--- config.mk ---
export PLATFORM = sky130hd
export DESIGN_NAME = cpu_cluster_power_vote_tree
export DESIGN_NICKNAME = d
export VERILOG_FILES = /design/src/rtl/ccpvt_pkg.sv /design/src/rtl/cpu_cluster_power_vote_tree.sv
export VERILOG_INCLUDE_DIRS = /design/src /design/src/rtl
export SDC_FILE = /design/constraint.sdc
export NUM_CORES = 1
export LEC_CHECK = 0
export BUFFER_PORTS_ARGS = -buffer_cell sky130_fd_sc_hd__buf_2
export CORE_MARGIN = 2
export CORE_UTILIZATION = 52
export CTS_BUF_LIST = sky130_fd_sc_hd__clkbuf_4
export CTS_CLUSTER_DIAMETER = 60
export DETAILED_ROUTE_END_ITERATION = 7
export GPL_ROUTABILITY_DRIVEN = 0
export PLACE_DENSITY = 0.7
export SYNTH_ARGS = -nofsm -noshare
export SYNTH_HDL_FRONTEND = slang
export SYNTH_SLANG_ARGS = --single-unit
export TNS_END_PERCENT = 10
--- constraint.sdc ---
create_clock -name clk -period 5.5 [get_ports clk]
set_input_delay 0.55 -clock clk [delete_from_list [all_inputs] [get_ports clk]]
set_output_delay 0.55 -clock clk [all_outputs]
set_load 0.03 [all_outputs]
--- src/rtl/cpu_cluster_power_vote_tree_defines.svh ---
// ---------------------------------------------------------------------------
// cpu cluster power vote tree assertion macros
// shared concurrent assertion forms, clocked on clk and disabled in reset
// ---------------------------------------------------------------------------
`ifndef CPU_CLUSTER_POWER_VOTE_TREE_DEFINES_SVH
`define CPU_CLUSTER_POWER_VOTE_TREE_DEFINES_SVH

// same-cycle implication
`define CCPVT_ASSERT_IMP(name, ante, cons) \
    name: assert property (@(posedge clk) disable iff (!rst_n) (ante) |-> (cons)) \
        else $error("ccpvt assertion failed");

// next-cycle implication
`define CCPVT_ASSERT_NXT(name, ante, cons) \
    name: assert property (@(posedge clk) disable iff (!rst_n) (ante) |=> (cons)) \
        else $error("ccpvt assertion failed");

`endif

--- src/rtl/ccpvt_pkg.sv ---
// ---------------------------------------------------------------------------
// cpu cluster power vote tree package
// transaction types, vote codes and register indexes
// ---------------------------------------------------------------------------
package ccpvt_pkg;

    localparam int KIND_BITS      = 2;
    localparam int CPU_IDX_BITS   = 3;
    localparam int MASK_BITS      = 8;
    localparam int NUM_CPUS_BITS  = 4;
    localparam int NUM_CL_BITS    = 3;
    localparam int MAP_BITS       = 24;
    localparam int MAP_FIELD_BITS = 3;
    localparam int MAP_CPUS       = 8;
    localparam int REPORT_BITS    = 4;
    localparam int POP_BITS       = 4;
    localparam int CFG_IDX_BITS   = 2;
    localparam int CFG_DATA_BITS  = 24;

    localparam logic [KIND_BITS-1:0] KIND_OFF    = 2'd0;
    localparam logic [KIND_BITS-1:0] KIND_ON     = 2'd1;
    localparam logic [KIND_BITS-1:0] KIND_RESYNC = 2'd2;
    localparam logic [KIND_BITS-1:0] KIND_NONE   = 2'd3;

    localparam logic [CFG_IDX_BITS-1:0] CFG_NUM_CPUS     = 2'd0;
    localparam logic [CFG_IDX_BITS-1:0] CFG_NUM_CLUSTERS = 2'd1;
    localparam logic [CFG_IDX_BITS-1:0] CFG_CPU_MAP      = 2'd2;

    localparam logic [NUM_CPUS_BITS-1:0] NUM_CPUS_RESET = 4'd8;
    localparam logic [NUM_CL_BITS-1:0]   NUM_CL_RESET   = 3'd4;

    typedef struct packed {
        logic [KIND_BITS-1:0]    kind;
        logic [CPU_IDX_BITS-1:0] cpu_index;
        logic                    level;
        logic [MASK_BITS-1:0]    online_mask;
    } vote_in_t;

    typedef struct packed {
        logic                   subsystem_off;
        logic                   cluster_off;
        logic [REPORT_BITS-1:0] subsystem_count;
        logic [REPORT_BITS-1:0] cluster_count;
        logic                   count_error;
    } vote_out_t;

endpackage

--- src/rtl/cpu_cluster_power_vote_tree.sv ---
// ---------------------------------------------------------------------------
// cpu cluster power vote tree
// saturating power-on vote counters per cpu, per cluster and for the subsystem
// ---------------------------------------------------------------------------
// One transaction is taken every clock cycle unless in_stall is raised by a
// stalled output. Each one lands in an input register, and once the output
// register is free a single pass of logic updates the cpu, cluster and
// subsystem counter registers and loads the result register. A resync is
// handled in that same pass by a per-cluster count of the online mask. The
// counters reset to zero at once; there is no clearing sweep. Configuration
// writes take effect on the next cycle and are meant for an idle block.
module cpu_cluster_power_vote_tree #(
    parameter int MAX_CPUS     = 8,
    parameter int MAX_CLUSTERS = 4,
    parameter int COUNT_BITS   = 4
) (
    input  logic                                  clk,
    input  logic                                  rst_n,
    input  logic                                  in_valid,
    output logic                                  in_stall,
    input  ccpvt_pkg::vote_in_t                   in_data,
    output logic                                  out_valid,
    input  logic                                  out_stall,
    output ccpvt_pkg::vote_out_t                  out_data,
    input  logic                                  cfg_we,
    input  logic [ccpvt_pkg::CFG_IDX_BITS-1:0]    cfg_index,
    input  logic [ccpvt_pkg::CFG_DATA_BITS-1:0]   cfg_data
);

    import ccpvt_pkg::*;

`include "cpu_cluster_power_vote_tree_defines.svh"

    localparam int NUM_MAP_CPUS = (MAX_CPUS < MAP_CPUS) ? MAX_CPUS : MAP_CPUS;
    localparam int CMAX_INT     = (2 ** COUNT_BITS) - 1;
    localparam int RW           = (COUNT_BITS > REPORT_BITS) ? COUNT_BITS : REPORT_BITS;
    localparam logic [COUNT_BITS-1:0] CMAX = '1;

    logic [NUM_CPUS_BITS-1:0] num_cpus_reg;
    logic [NUM_CL_BITS-1:0]   num_clusters_reg;
    logic [MAP_BITS-1:0]      cpu_map_reg;

    logic      s1_valid_reg;
    vote_in_t  s1_data_reg;
    logic      out_valid_reg;
    vote_out_t out_data_reg;
    vote_out_t result_next;

    logic [COUNT_BITS-1:0] cpu_votes_reg  [MAX_CPUS];
    logic [COUNT_BITS-1:0] cpu_votes_next [MAX_CPUS];
    logic [COUNT_BITS-1:0] cl_votes_reg   [MAX_CLUSTERS];
    logic [COUNT_BITS-1:0] cl_votes_next  [MAX_CLUSTERS];
    logic [COUNT_BITS-1:0] sub_votes_reg;
    logic [COUNT_BITS-1:0] sub_votes_next;

    logic [MAX_CPUS-1:0]     cpu_en;
    logic [MAX_CLUSTERS-1:0] cl_en;
    logic [MAX_CPUS-1:0]     sel_cpu;
    logic [MAX_CLUSTERS-1:0] cpu_in_cl [NUM_MAP_CPUS];
    logic [MAX_CLUSTERS-1:0] cl_hit;
    logic [POP_BITS-1:0]     cl_pop [MAX_CLUSTERS];
    logic [POP_BITS-1:0]     sub_pop;

    logic                  out_free;
    logic                  fire;
    logic                  vote_up;
    logic                  step_err;
    logic [COUNT_BITS:0]   bres;
    logic [COUNT_BITS-1:0] ccount;
    logic [RW-1:0]         sub_wide;
    logic [RW-1:0]         cl_wide;

    // saturating step, msb flags saturation
    function automatic logic [COUNT_BITS:0] bump(input logic [COUNT_BITS-1:0] v,
                                                 input logic up);
        logic sat;
        sat = up ? (v == CMAX) : (v == '0);
        return {sat, sat ? v : (up ? v + 1'b1 : v - 1'b1)};
    endfunction

    // clamp of a resync count, msb flags saturation
    function automatic logic [COUNT_BITS:0] clamp_pop(input logic [POP_BITS-1:0] p);
        logic sat;
        sat = int'(p) > CMAX_INT;
        return {sat, sat ? CMAX : COUNT_BITS'(p)};
    endfunction

    assign out_free  = !out_valid_reg || !out_stall;
    assign fire      = s1_valid_reg && out_free;
    assign in_stall  = s1_valid_reg && !out_free;
    assign out_valid = out_valid_reg;
    assign out_data  = out_data_reg;

    // cpu and cluster membership from configuration
    always_comb
    begin
        for (int i = 0; i < MAX_CPUS; i++)
        begin
            cpu_en[i]  = NUM_CPUS_BITS'(i) < num_cpus_reg;
            sel_cpu[i] = (NUM_CPUS_BITS'(s1_data_reg.cpu_index) == NUM_CPUS_BITS'(i))
                         && cpu_en[i];
        end
        for (int c = 0; c < MAX_CLUSTERS; c++)
        begin
            cl_en[c] = NUM_CL_BITS'(c) < num_clusters_reg;
        end
        for (int i = 0; i < NUM_MAP_CPUS; i++)
        begin
            for (int c = 0; c < MAX_CLUSTERS; c++)
            begin
                cpu_in_cl[i][c] = cpu_en[i] && cl_en[c] &&
                    (cpu_map_reg[MAP_FIELD_BITS*i +: MAP_FIELD_BITS] ==
                     MAP_FIELD_BITS'(c));
            end
        end
        cl_hit  = '0;
        sub_pop = '0;
        for (int c = 0; c < MAX_CLUSTERS; c++)
        begin
            cl_pop[c] = '0;
        end
        for (int i = 0; i < NUM_MAP_CPUS; i++)
        begin
            cl_hit  = cl_hit | (cpu_in_cl[i] & {MAX_CLUSTERS{sel_cpu[i]}});
            sub_pop = sub_pop +
                POP_BITS'(s1_data_reg.online_mask[i] && (|cpu_in_cl[i]));
            for (int c = 0; c < MAX_CLUSTERS; c++)
            begin
                cl_pop[c] = cl_pop[c] +
                    POP_BITS'(s1_data_reg.online_mask[i] && cpu_in_cl[i][c]);
            end
        end
    end

    // counter update and result
    always_comb
    begin
        cpu_votes_next = cpu_votes_reg;
        cl_votes_next  = cl_votes_reg;
        sub_votes_next = sub_votes_reg;
        step_err       = 1'b0;
        bres           = '0;
        vote_up        = (s1_data_reg.kind == KIND_ON);
        unique case (s1_data_reg.kind)
            KIND_OFF, KIND_ON:
            begin
                for (int i = 0; i < MAX_CPUS; i++)
                begin
                    if (sel_cpu[i])
                    begin
                        bres              = bump(cpu_votes_reg[i], vote_up);
                        cpu_votes_next[i] = bres[COUNT_BITS-1:0];
                        step_err          = step_err | bres[COUNT_BITS];
                    end
                end
                for (int c = 0; c < MAX_CLUSTERS; c++)
                begin
                    if (cl_hit[c])
                    begin
                        bres             = bump(cl_votes_reg[c], vote_up);
                        cl_votes_next[c] = bres[COUNT_BITS-1:0];
                        step_err         = step_err | bres[COUNT_BITS];
                    end
                end
                if (s1_data_reg.level && (|cl_hit))
                begin
                    bres           = bump(sub_votes_reg, vote_up);
                    sub_votes_next = bres[COUNT_BITS-1:0];
                    step_err       = step_err | bres[COUNT_BITS];
                end
            end
            KIND_RESYNC:
            begin
                for (int i = 0; i < MAX_CPUS; i++)
                begin
                    cpu_votes_next[i] = '0;
                end
                for (int i = 0; i < NUM_MAP_CPUS; i++)
                begin
                    cpu_votes_next[i] =
                        COUNT_BITS'(s1_data_reg.online_mask[i] && cpu_en[i]);
                end
                for (int c = 0; c < MAX_CLUSTERS; c++)
                begin
                    bres             = clamp_pop(cl_pop[c]);
                    cl_votes_next[c] = bres[COUNT_BITS-1:0];
                    step_err         = step_err | bres[COUNT_BITS];
                end
                bres           = clamp_pop(sub_pop);
                sub_votes_next = bres[COUNT_BITS-1:0];
                step_err       = step_err | bres[COUNT_BITS];
            end
            default:
            begin
                step_err = 1'b0;
            end
        endcase

        ccount = '0;
        for (int c = 0; c < MAX_CLUSTERS; c++)
        begin
            if (cl_hit[c])
            begin
                ccount = cl_votes_next[c];
            end
        end
        sub_wide = RW'(sub_votes_next);
        cl_wide  = RW'(ccount);
        result_next.subsystem_off   = (sub_votes_next == '0);
        result_next.cluster_off     = (|cl_hit) && (ccount == '0);
        result_next.subsystem_count = sub_wide[REPORT_BITS-1:0];
        result_next.cluster_count   = cl_wide[REPORT_BITS-1:0];
        result_next.count_error     = step_err;
    end

    always_ff @(posedge clk or negedge rst_n)
    begin
        if (!rst_n)
        begin
            num_cpus_reg     <= NUM_CPUS_RESET;
            num_clusters_reg <= NUM_CL_RESET;
            cpu_map_reg      <= '0;
        end
        else if (cfg_we)
        begin
            if (cfg_index == CFG_NUM_CPUS)
            begin
                num_cpus_reg <= cfg_data[NUM_CPUS_BITS-1:0];
            end
            if (cfg_index == CFG_NUM_CLUSTERS)
            begin
                num_clusters_reg <= cfg_data[NUM_CL_BITS-1:0];
            end
            if (cfg_index == CFG_CPU_MAP)
            begin
                cpu_map_reg <= cfg_data[MAP_BITS-1:0];
            end
        end
    end

    always_ff @(posedge clk or negedge rst_n)
    begin
        if (!rst_n)
        begin
            s1_valid_reg  <= 1'b0;
            out_valid_reg <= 1'b0;
            sub_votes_reg <= '0;
            for (int i = 0; i < MAX_CPUS; i++)
            begin
                cpu_votes_reg[i] <= '0;
            end
            for (int c = 0; c < MAX_CLUSTERS; c++)
            begin
                cl_votes_reg[c] <= '0;
            end
        end
        else
        begin
            if (!in_stall)
            begin
                s1_valid_reg <= in_valid;
            end
            if (out_free)
            begin
                out_valid_reg <= s1_valid_reg;
            end
            if (fire)
            begin
                cpu_votes_reg <= cpu_votes_next;
                cl_votes_reg  <= cl_votes_next;
                sub_votes_reg <= sub_votes_next;
            end
        end
    end

    always_ff @(posedge clk)
    begin
        if (in_valid && !in_stall)
        begin
            s1_data_reg <= in_data;
        end
        if (fire)
        begin
            out_data_reg <= result_next;
        end
    end

    `CCPVT_ASSERT_IMP(a_sub_off_matches, out_valid_reg,
        out_data_reg.subsystem_off == (sub_votes_reg == '0))
    `CCPVT_ASSERT_IMP(a_cluster_off_zero, out_valid_reg && out_data_reg.cluster_off,
        out_data_reg.cluster_count == '0)
    `CCPVT_ASSERT_NXT(a_unused_kind_quiet, fire && (s1_data_reg.kind == KIND_NONE),
        !out_data_reg.count_error && $stable(sub_votes_reg))
    `CCPVT_ASSERT_NXT(a_empty_resync, fire && (s1_data_reg.kind == KIND_RESYNC) &&
        (s1_data_reg.online_mask == '0),
        (sub_votes_reg == '0) && !out_data_reg.count_error)

endmodule

==> impl_summary.log <==
[metrics] run status: completed
[metrics] core region area: 16640 um^2
[metrics] peak clock frequency supported by timing: 193.7 MHz
[metrics] Remaining DRCs: 0
[metrics] instance area at placement: 9278 um^2
[metrics] Crit-path slowest cell: sky130_fd_sc_hd__dfstp_2
[metrics] critical path's largest stage delay: 0.69 ns
[metrics] maximum number of pins on one net before global-route repair: 66
[metrics] Synth Instances: 989
[metrics] detailed-placement wirelength estimate: 16540 um
[metrics] number of fillers in the final layout: 1483
[metrics] CP dominant cell by count: sky130_fd_sc_hd__fa_1
[metrics] Setup Crit Path Kind: reg2reg
[metrics] count of vias placed by the detailed router: 7684
[metrics] Util after Layout: 0.5679
[metrics] clk buf depth: 2
[metrics] Net Count, Synth: 1108
[metrics] # nets final: 1131
[metrics] row cnt: 47
[metrics] Starting Density: 0.5332
[metrics] Power Density: 378.1 nW/um^2
[metrics] post-CTS setup buffer count: 0
[metrics] clock slew at the register clock pins of the worst setup and hold paths: 0.21 ns
[metrics] design internal power: 0.001955 W
[metrics] TritonCTS clock tree: yes
[metrics] leading post-synthesis cells by cell area: sky130_fd_sc_hd__dfrtp_1, sky130_fd_sc_hd__edfxtp_1, sky130_fd_sc_hd__fa_1
[metrics] Sw Pwr: 0.001618 W
[metrics] crit-path max FO: 13
[metrics] total number of clock tree sinks: 110
[metrics] period utilization: 0.9388
[metrics] DR WL/cell: 17.98 um
[metrics] GRT Overall Usage: 0.2549
[metrics] Synth area leader: sky130_fd_sc_hd__dfrtp_1
[metrics] clock network fraction of design power: 0.122
[metrics] number of global-route vias before repair: 7119
[metrics] setup clock skew after layout: 0.02923 ns
[metrics] wire length of the first global-routing pass: 36710 um
[metrics] part of the power in combinational logic: 0.462
[metrics] pre-CTS worst setup slack: 0.4761 ns
[metrics] count of antenna-violating nets left after detailed routing: 0
[metrics] Largest delay share family, worst path: adder cells
[metrics] Area growth syn-to-layout: 6.514%
[metrics] Final Hold Slack: 0.1674 ns
[metrics] max capacitance violation total: 0
[metrics] number of H-tree branching levels: 3
[metrics] Seq pwr share: 0.416
[metrics] netlist area before placement: 8874 um^2
[metrics] proportion of register bits with asynchronous set or reset after synthesis: 0.7727
[metrics] yosys warns: 0
[metrics] Distinct cells, synth: 78
[metrics] fraction of layout instances using a drive strength above 1: 0.1367
[metrics] CP required: 5.83 ns
[metrics] total negative setup slack: 0 ns
[metrics] flip-flop and latch count after synthesis: 110
[metrics] total non-filler cell area in the finished layout: 9452 um^2
[metrics] number of I/O port buffers: 57
[metrics] Die X-Extent: 134.6 um
[metrics] Num CTS Buffers: 9
[metrics] buffers plus inverters on the worst setup path: 2
[metrics] crit start category: flop
[metrics] Die Y: 134.6 um
[metrics] VDD IR max: 0.1952 mV
[metrics] per-instance average area after synthesis: 8.972 um^2
[metrics] DRC violation total after the first TritonRoute iteration: 824
[metrics] time the final worst path needs with I/O delays and setup: 5.163 ns
[metrics] Worst Setup End Kind: flop
[metrics] cell chain of the critical path: nor2_1 > nor3_1 > nand3_1 > fa_1 > fa_1 > fa_1 > inv_1 > ha_1 > inv_1 > fa_1 > xor2_1 > nor2_1 > a21oi_1 > a221oi_1 > a311oi_1 > o22ai_1 > nor4_1
[metrics] static leakage power: 3.953 nW
[metrics] Post-synth EDFFs: 25
[metrics] Largest register FFs: 32
[metrics] transition at the pin with the smallest max-transition slack: 1.138 ns
[metrics] Die ar.: 18130 um^2
[metrics] top flip-flop cell by instance count after synthesis: sky130_fd_sc_hd__dfrtp_1
[metrics] fraction of the yosys area taken by sequential cells: 0.3246
[metrics] remaining global-route overflow: 0
[metrics] clk_lat worst skew: 0.54 ns
[metrics] DR pass1 iterations: 5
[metrics] cell at the root of the clock tree: sky130_fd_sc_hd__clkbuf_4
[metrics] Worst slew margin: 0.2388
[metrics] least setup slack across all paths after layout: 0.3366 ns
[metrics] Hold WC Path Type: in2reg
[metrics] num ports: 58
[metrics] setup repair after global routing missed its margin: false
[metrics] final number of max-transition violations: 0
[metrics] mean number of vias per cell: 6.202
[metrics] number of setup violations in the final report: 0
[metrics] wirelength, routed: 22280 um
[metrics] Worst EP arrival: 5.49 ns
[metrics] hold violation total from the final report: 0
[metrics] switching share of total power: 0.4528
[metrics] area share of the leading cell type in the synthesized netlist: 0.2341
[metrics] initial antenna violation count: 1
-- Yosys cell counts, drive strengths merged, types with 12 or more instances --
cell,count
a22oi,12
nor4,14
a21o,22
inv,59
o21ai,65
a21oi,73
dfrtp,83
xnor2,17
mux2i,21
nand4,20
a211oi,14
nor2b,18
ha,41
nand2,81
buf,14
nor2,61
mux2,36
nand3,40
nand2b,15
clkbuf,39
edfxtp,25
fa,33
nor3,30
-- stage by stage --
| stage | power, W | std cells |
|---|---|---|
| 2_1_floorplan | 0.002727 | 989 |
| 3_3_place_gp | 0.003085 | 1220 |
| 3_5_place_dp | 0.003125 | 1220 |
| 4_1_cts | 0.003565 | 1237 |
| 5_1_grt | 0.003886 | 1238 |
| 6_report | 0.003574 | 1239 |
-- final timing paths --
path	start	endpoint	slack [ns]	cells after the start
setup reg to reg	num_cpus_reg[3]$_DFFE_PN1P_	out_data[9]$_DFFE_PP_	0.34	17
setup / recovery	num_cpus_reg[3]$_DFFE_PN1P_	out_data[9]$_DFFE_PP_	0.34	17
max in group asynchronous	rst_n	cl_votes_reg[10]$_DFFE_PN0P_	3.97	3
hold reg to reg	s1_valid_reg$_DFFE_PN0N_	out_valid$_DFFE_PN0N_	0.52	1
min in group asynchronous	rst_n	cpu_votes_reg[22]$_DFFE_PN0P_	0.49	2
hold / removal	in_data[3]	s1_data_reg[3]$_DFFE_PP_	0.17	1
-- kinds of logic after synthesis --
kind of cell	synth area share
AO/OA/AOI/OAI	0.1977
flip-flops	0.3246
AND/OR/NAND/NOR	0.1959
multiplexers	0.06937
XOR/XNOR	0.02665
buffers and inverters	0.04907
adder cells (fa/ha/maj)	0.1368
-- routing by layer --
metal,GRT usage,routed length (um),up-vias
met5,0,0,-
met4,0.08655,597,0
met3,0.04580,1609,64
met2,0.3765,9637,347
met1,0.3784,10430,3608
li1,-,-,3665
-- placed cells by master, fill, tap and decap left out, drive strengths merged, types with 12 or more instances in the layout --
cell type,netlist,routed
a22oi,12,12
ha,41,41
nor2,61,61
xnor2,17,17
buf,14,64
nand2b,15,15
fa,33,33
inv,59,61
mux2i,21,21
nand2,81,81
a211oi,14,14
edfxtp,25,25
a21oi,73,73
a21o,22,22
dfrtp,83,83
nand4,20,20
nor4,14,14
nor2b,18,18
nor3,30,30
nand3,40,40
mux2,36,36
o21ai,65,65
-- what timing repair did --
item / 4_1_cts / 5_1_grt
gates resized for setup: 0 / 0
hold endpoints to repair: 20 / 0
hold buffers: 1 / 0
-- final cells by class --
cell class	instances	area, um^2	share of cell area
clock inverter	7	91.34	0.009664
tap	220	275.3	0.02912
timing repair buffer	65	350.3	0.03707
clock buffer	9	67.56	0.007149
multi-input combinational	767	5560	0.5883
antenna	2	5.005	0.0005295
sequential	110	2880	0.3047
inverter	59	221.5	0.02343
-- power groups by stage --
stage          combinational (W)  clock, W  sequential, W
4_1_cts                  0.00164  0.000444        0.00148
6_report                 0.00165  0.000437        0.00149
3_5_place_dp             0.00163         0        0.00149
5_1_grt                  0.00187  0.000473        0.00154
2_1_floorplan            0.00136         0        0.00137
3_3_place_gp             0.00160         0        0.00149
Power figures use the tool's default switching activity.
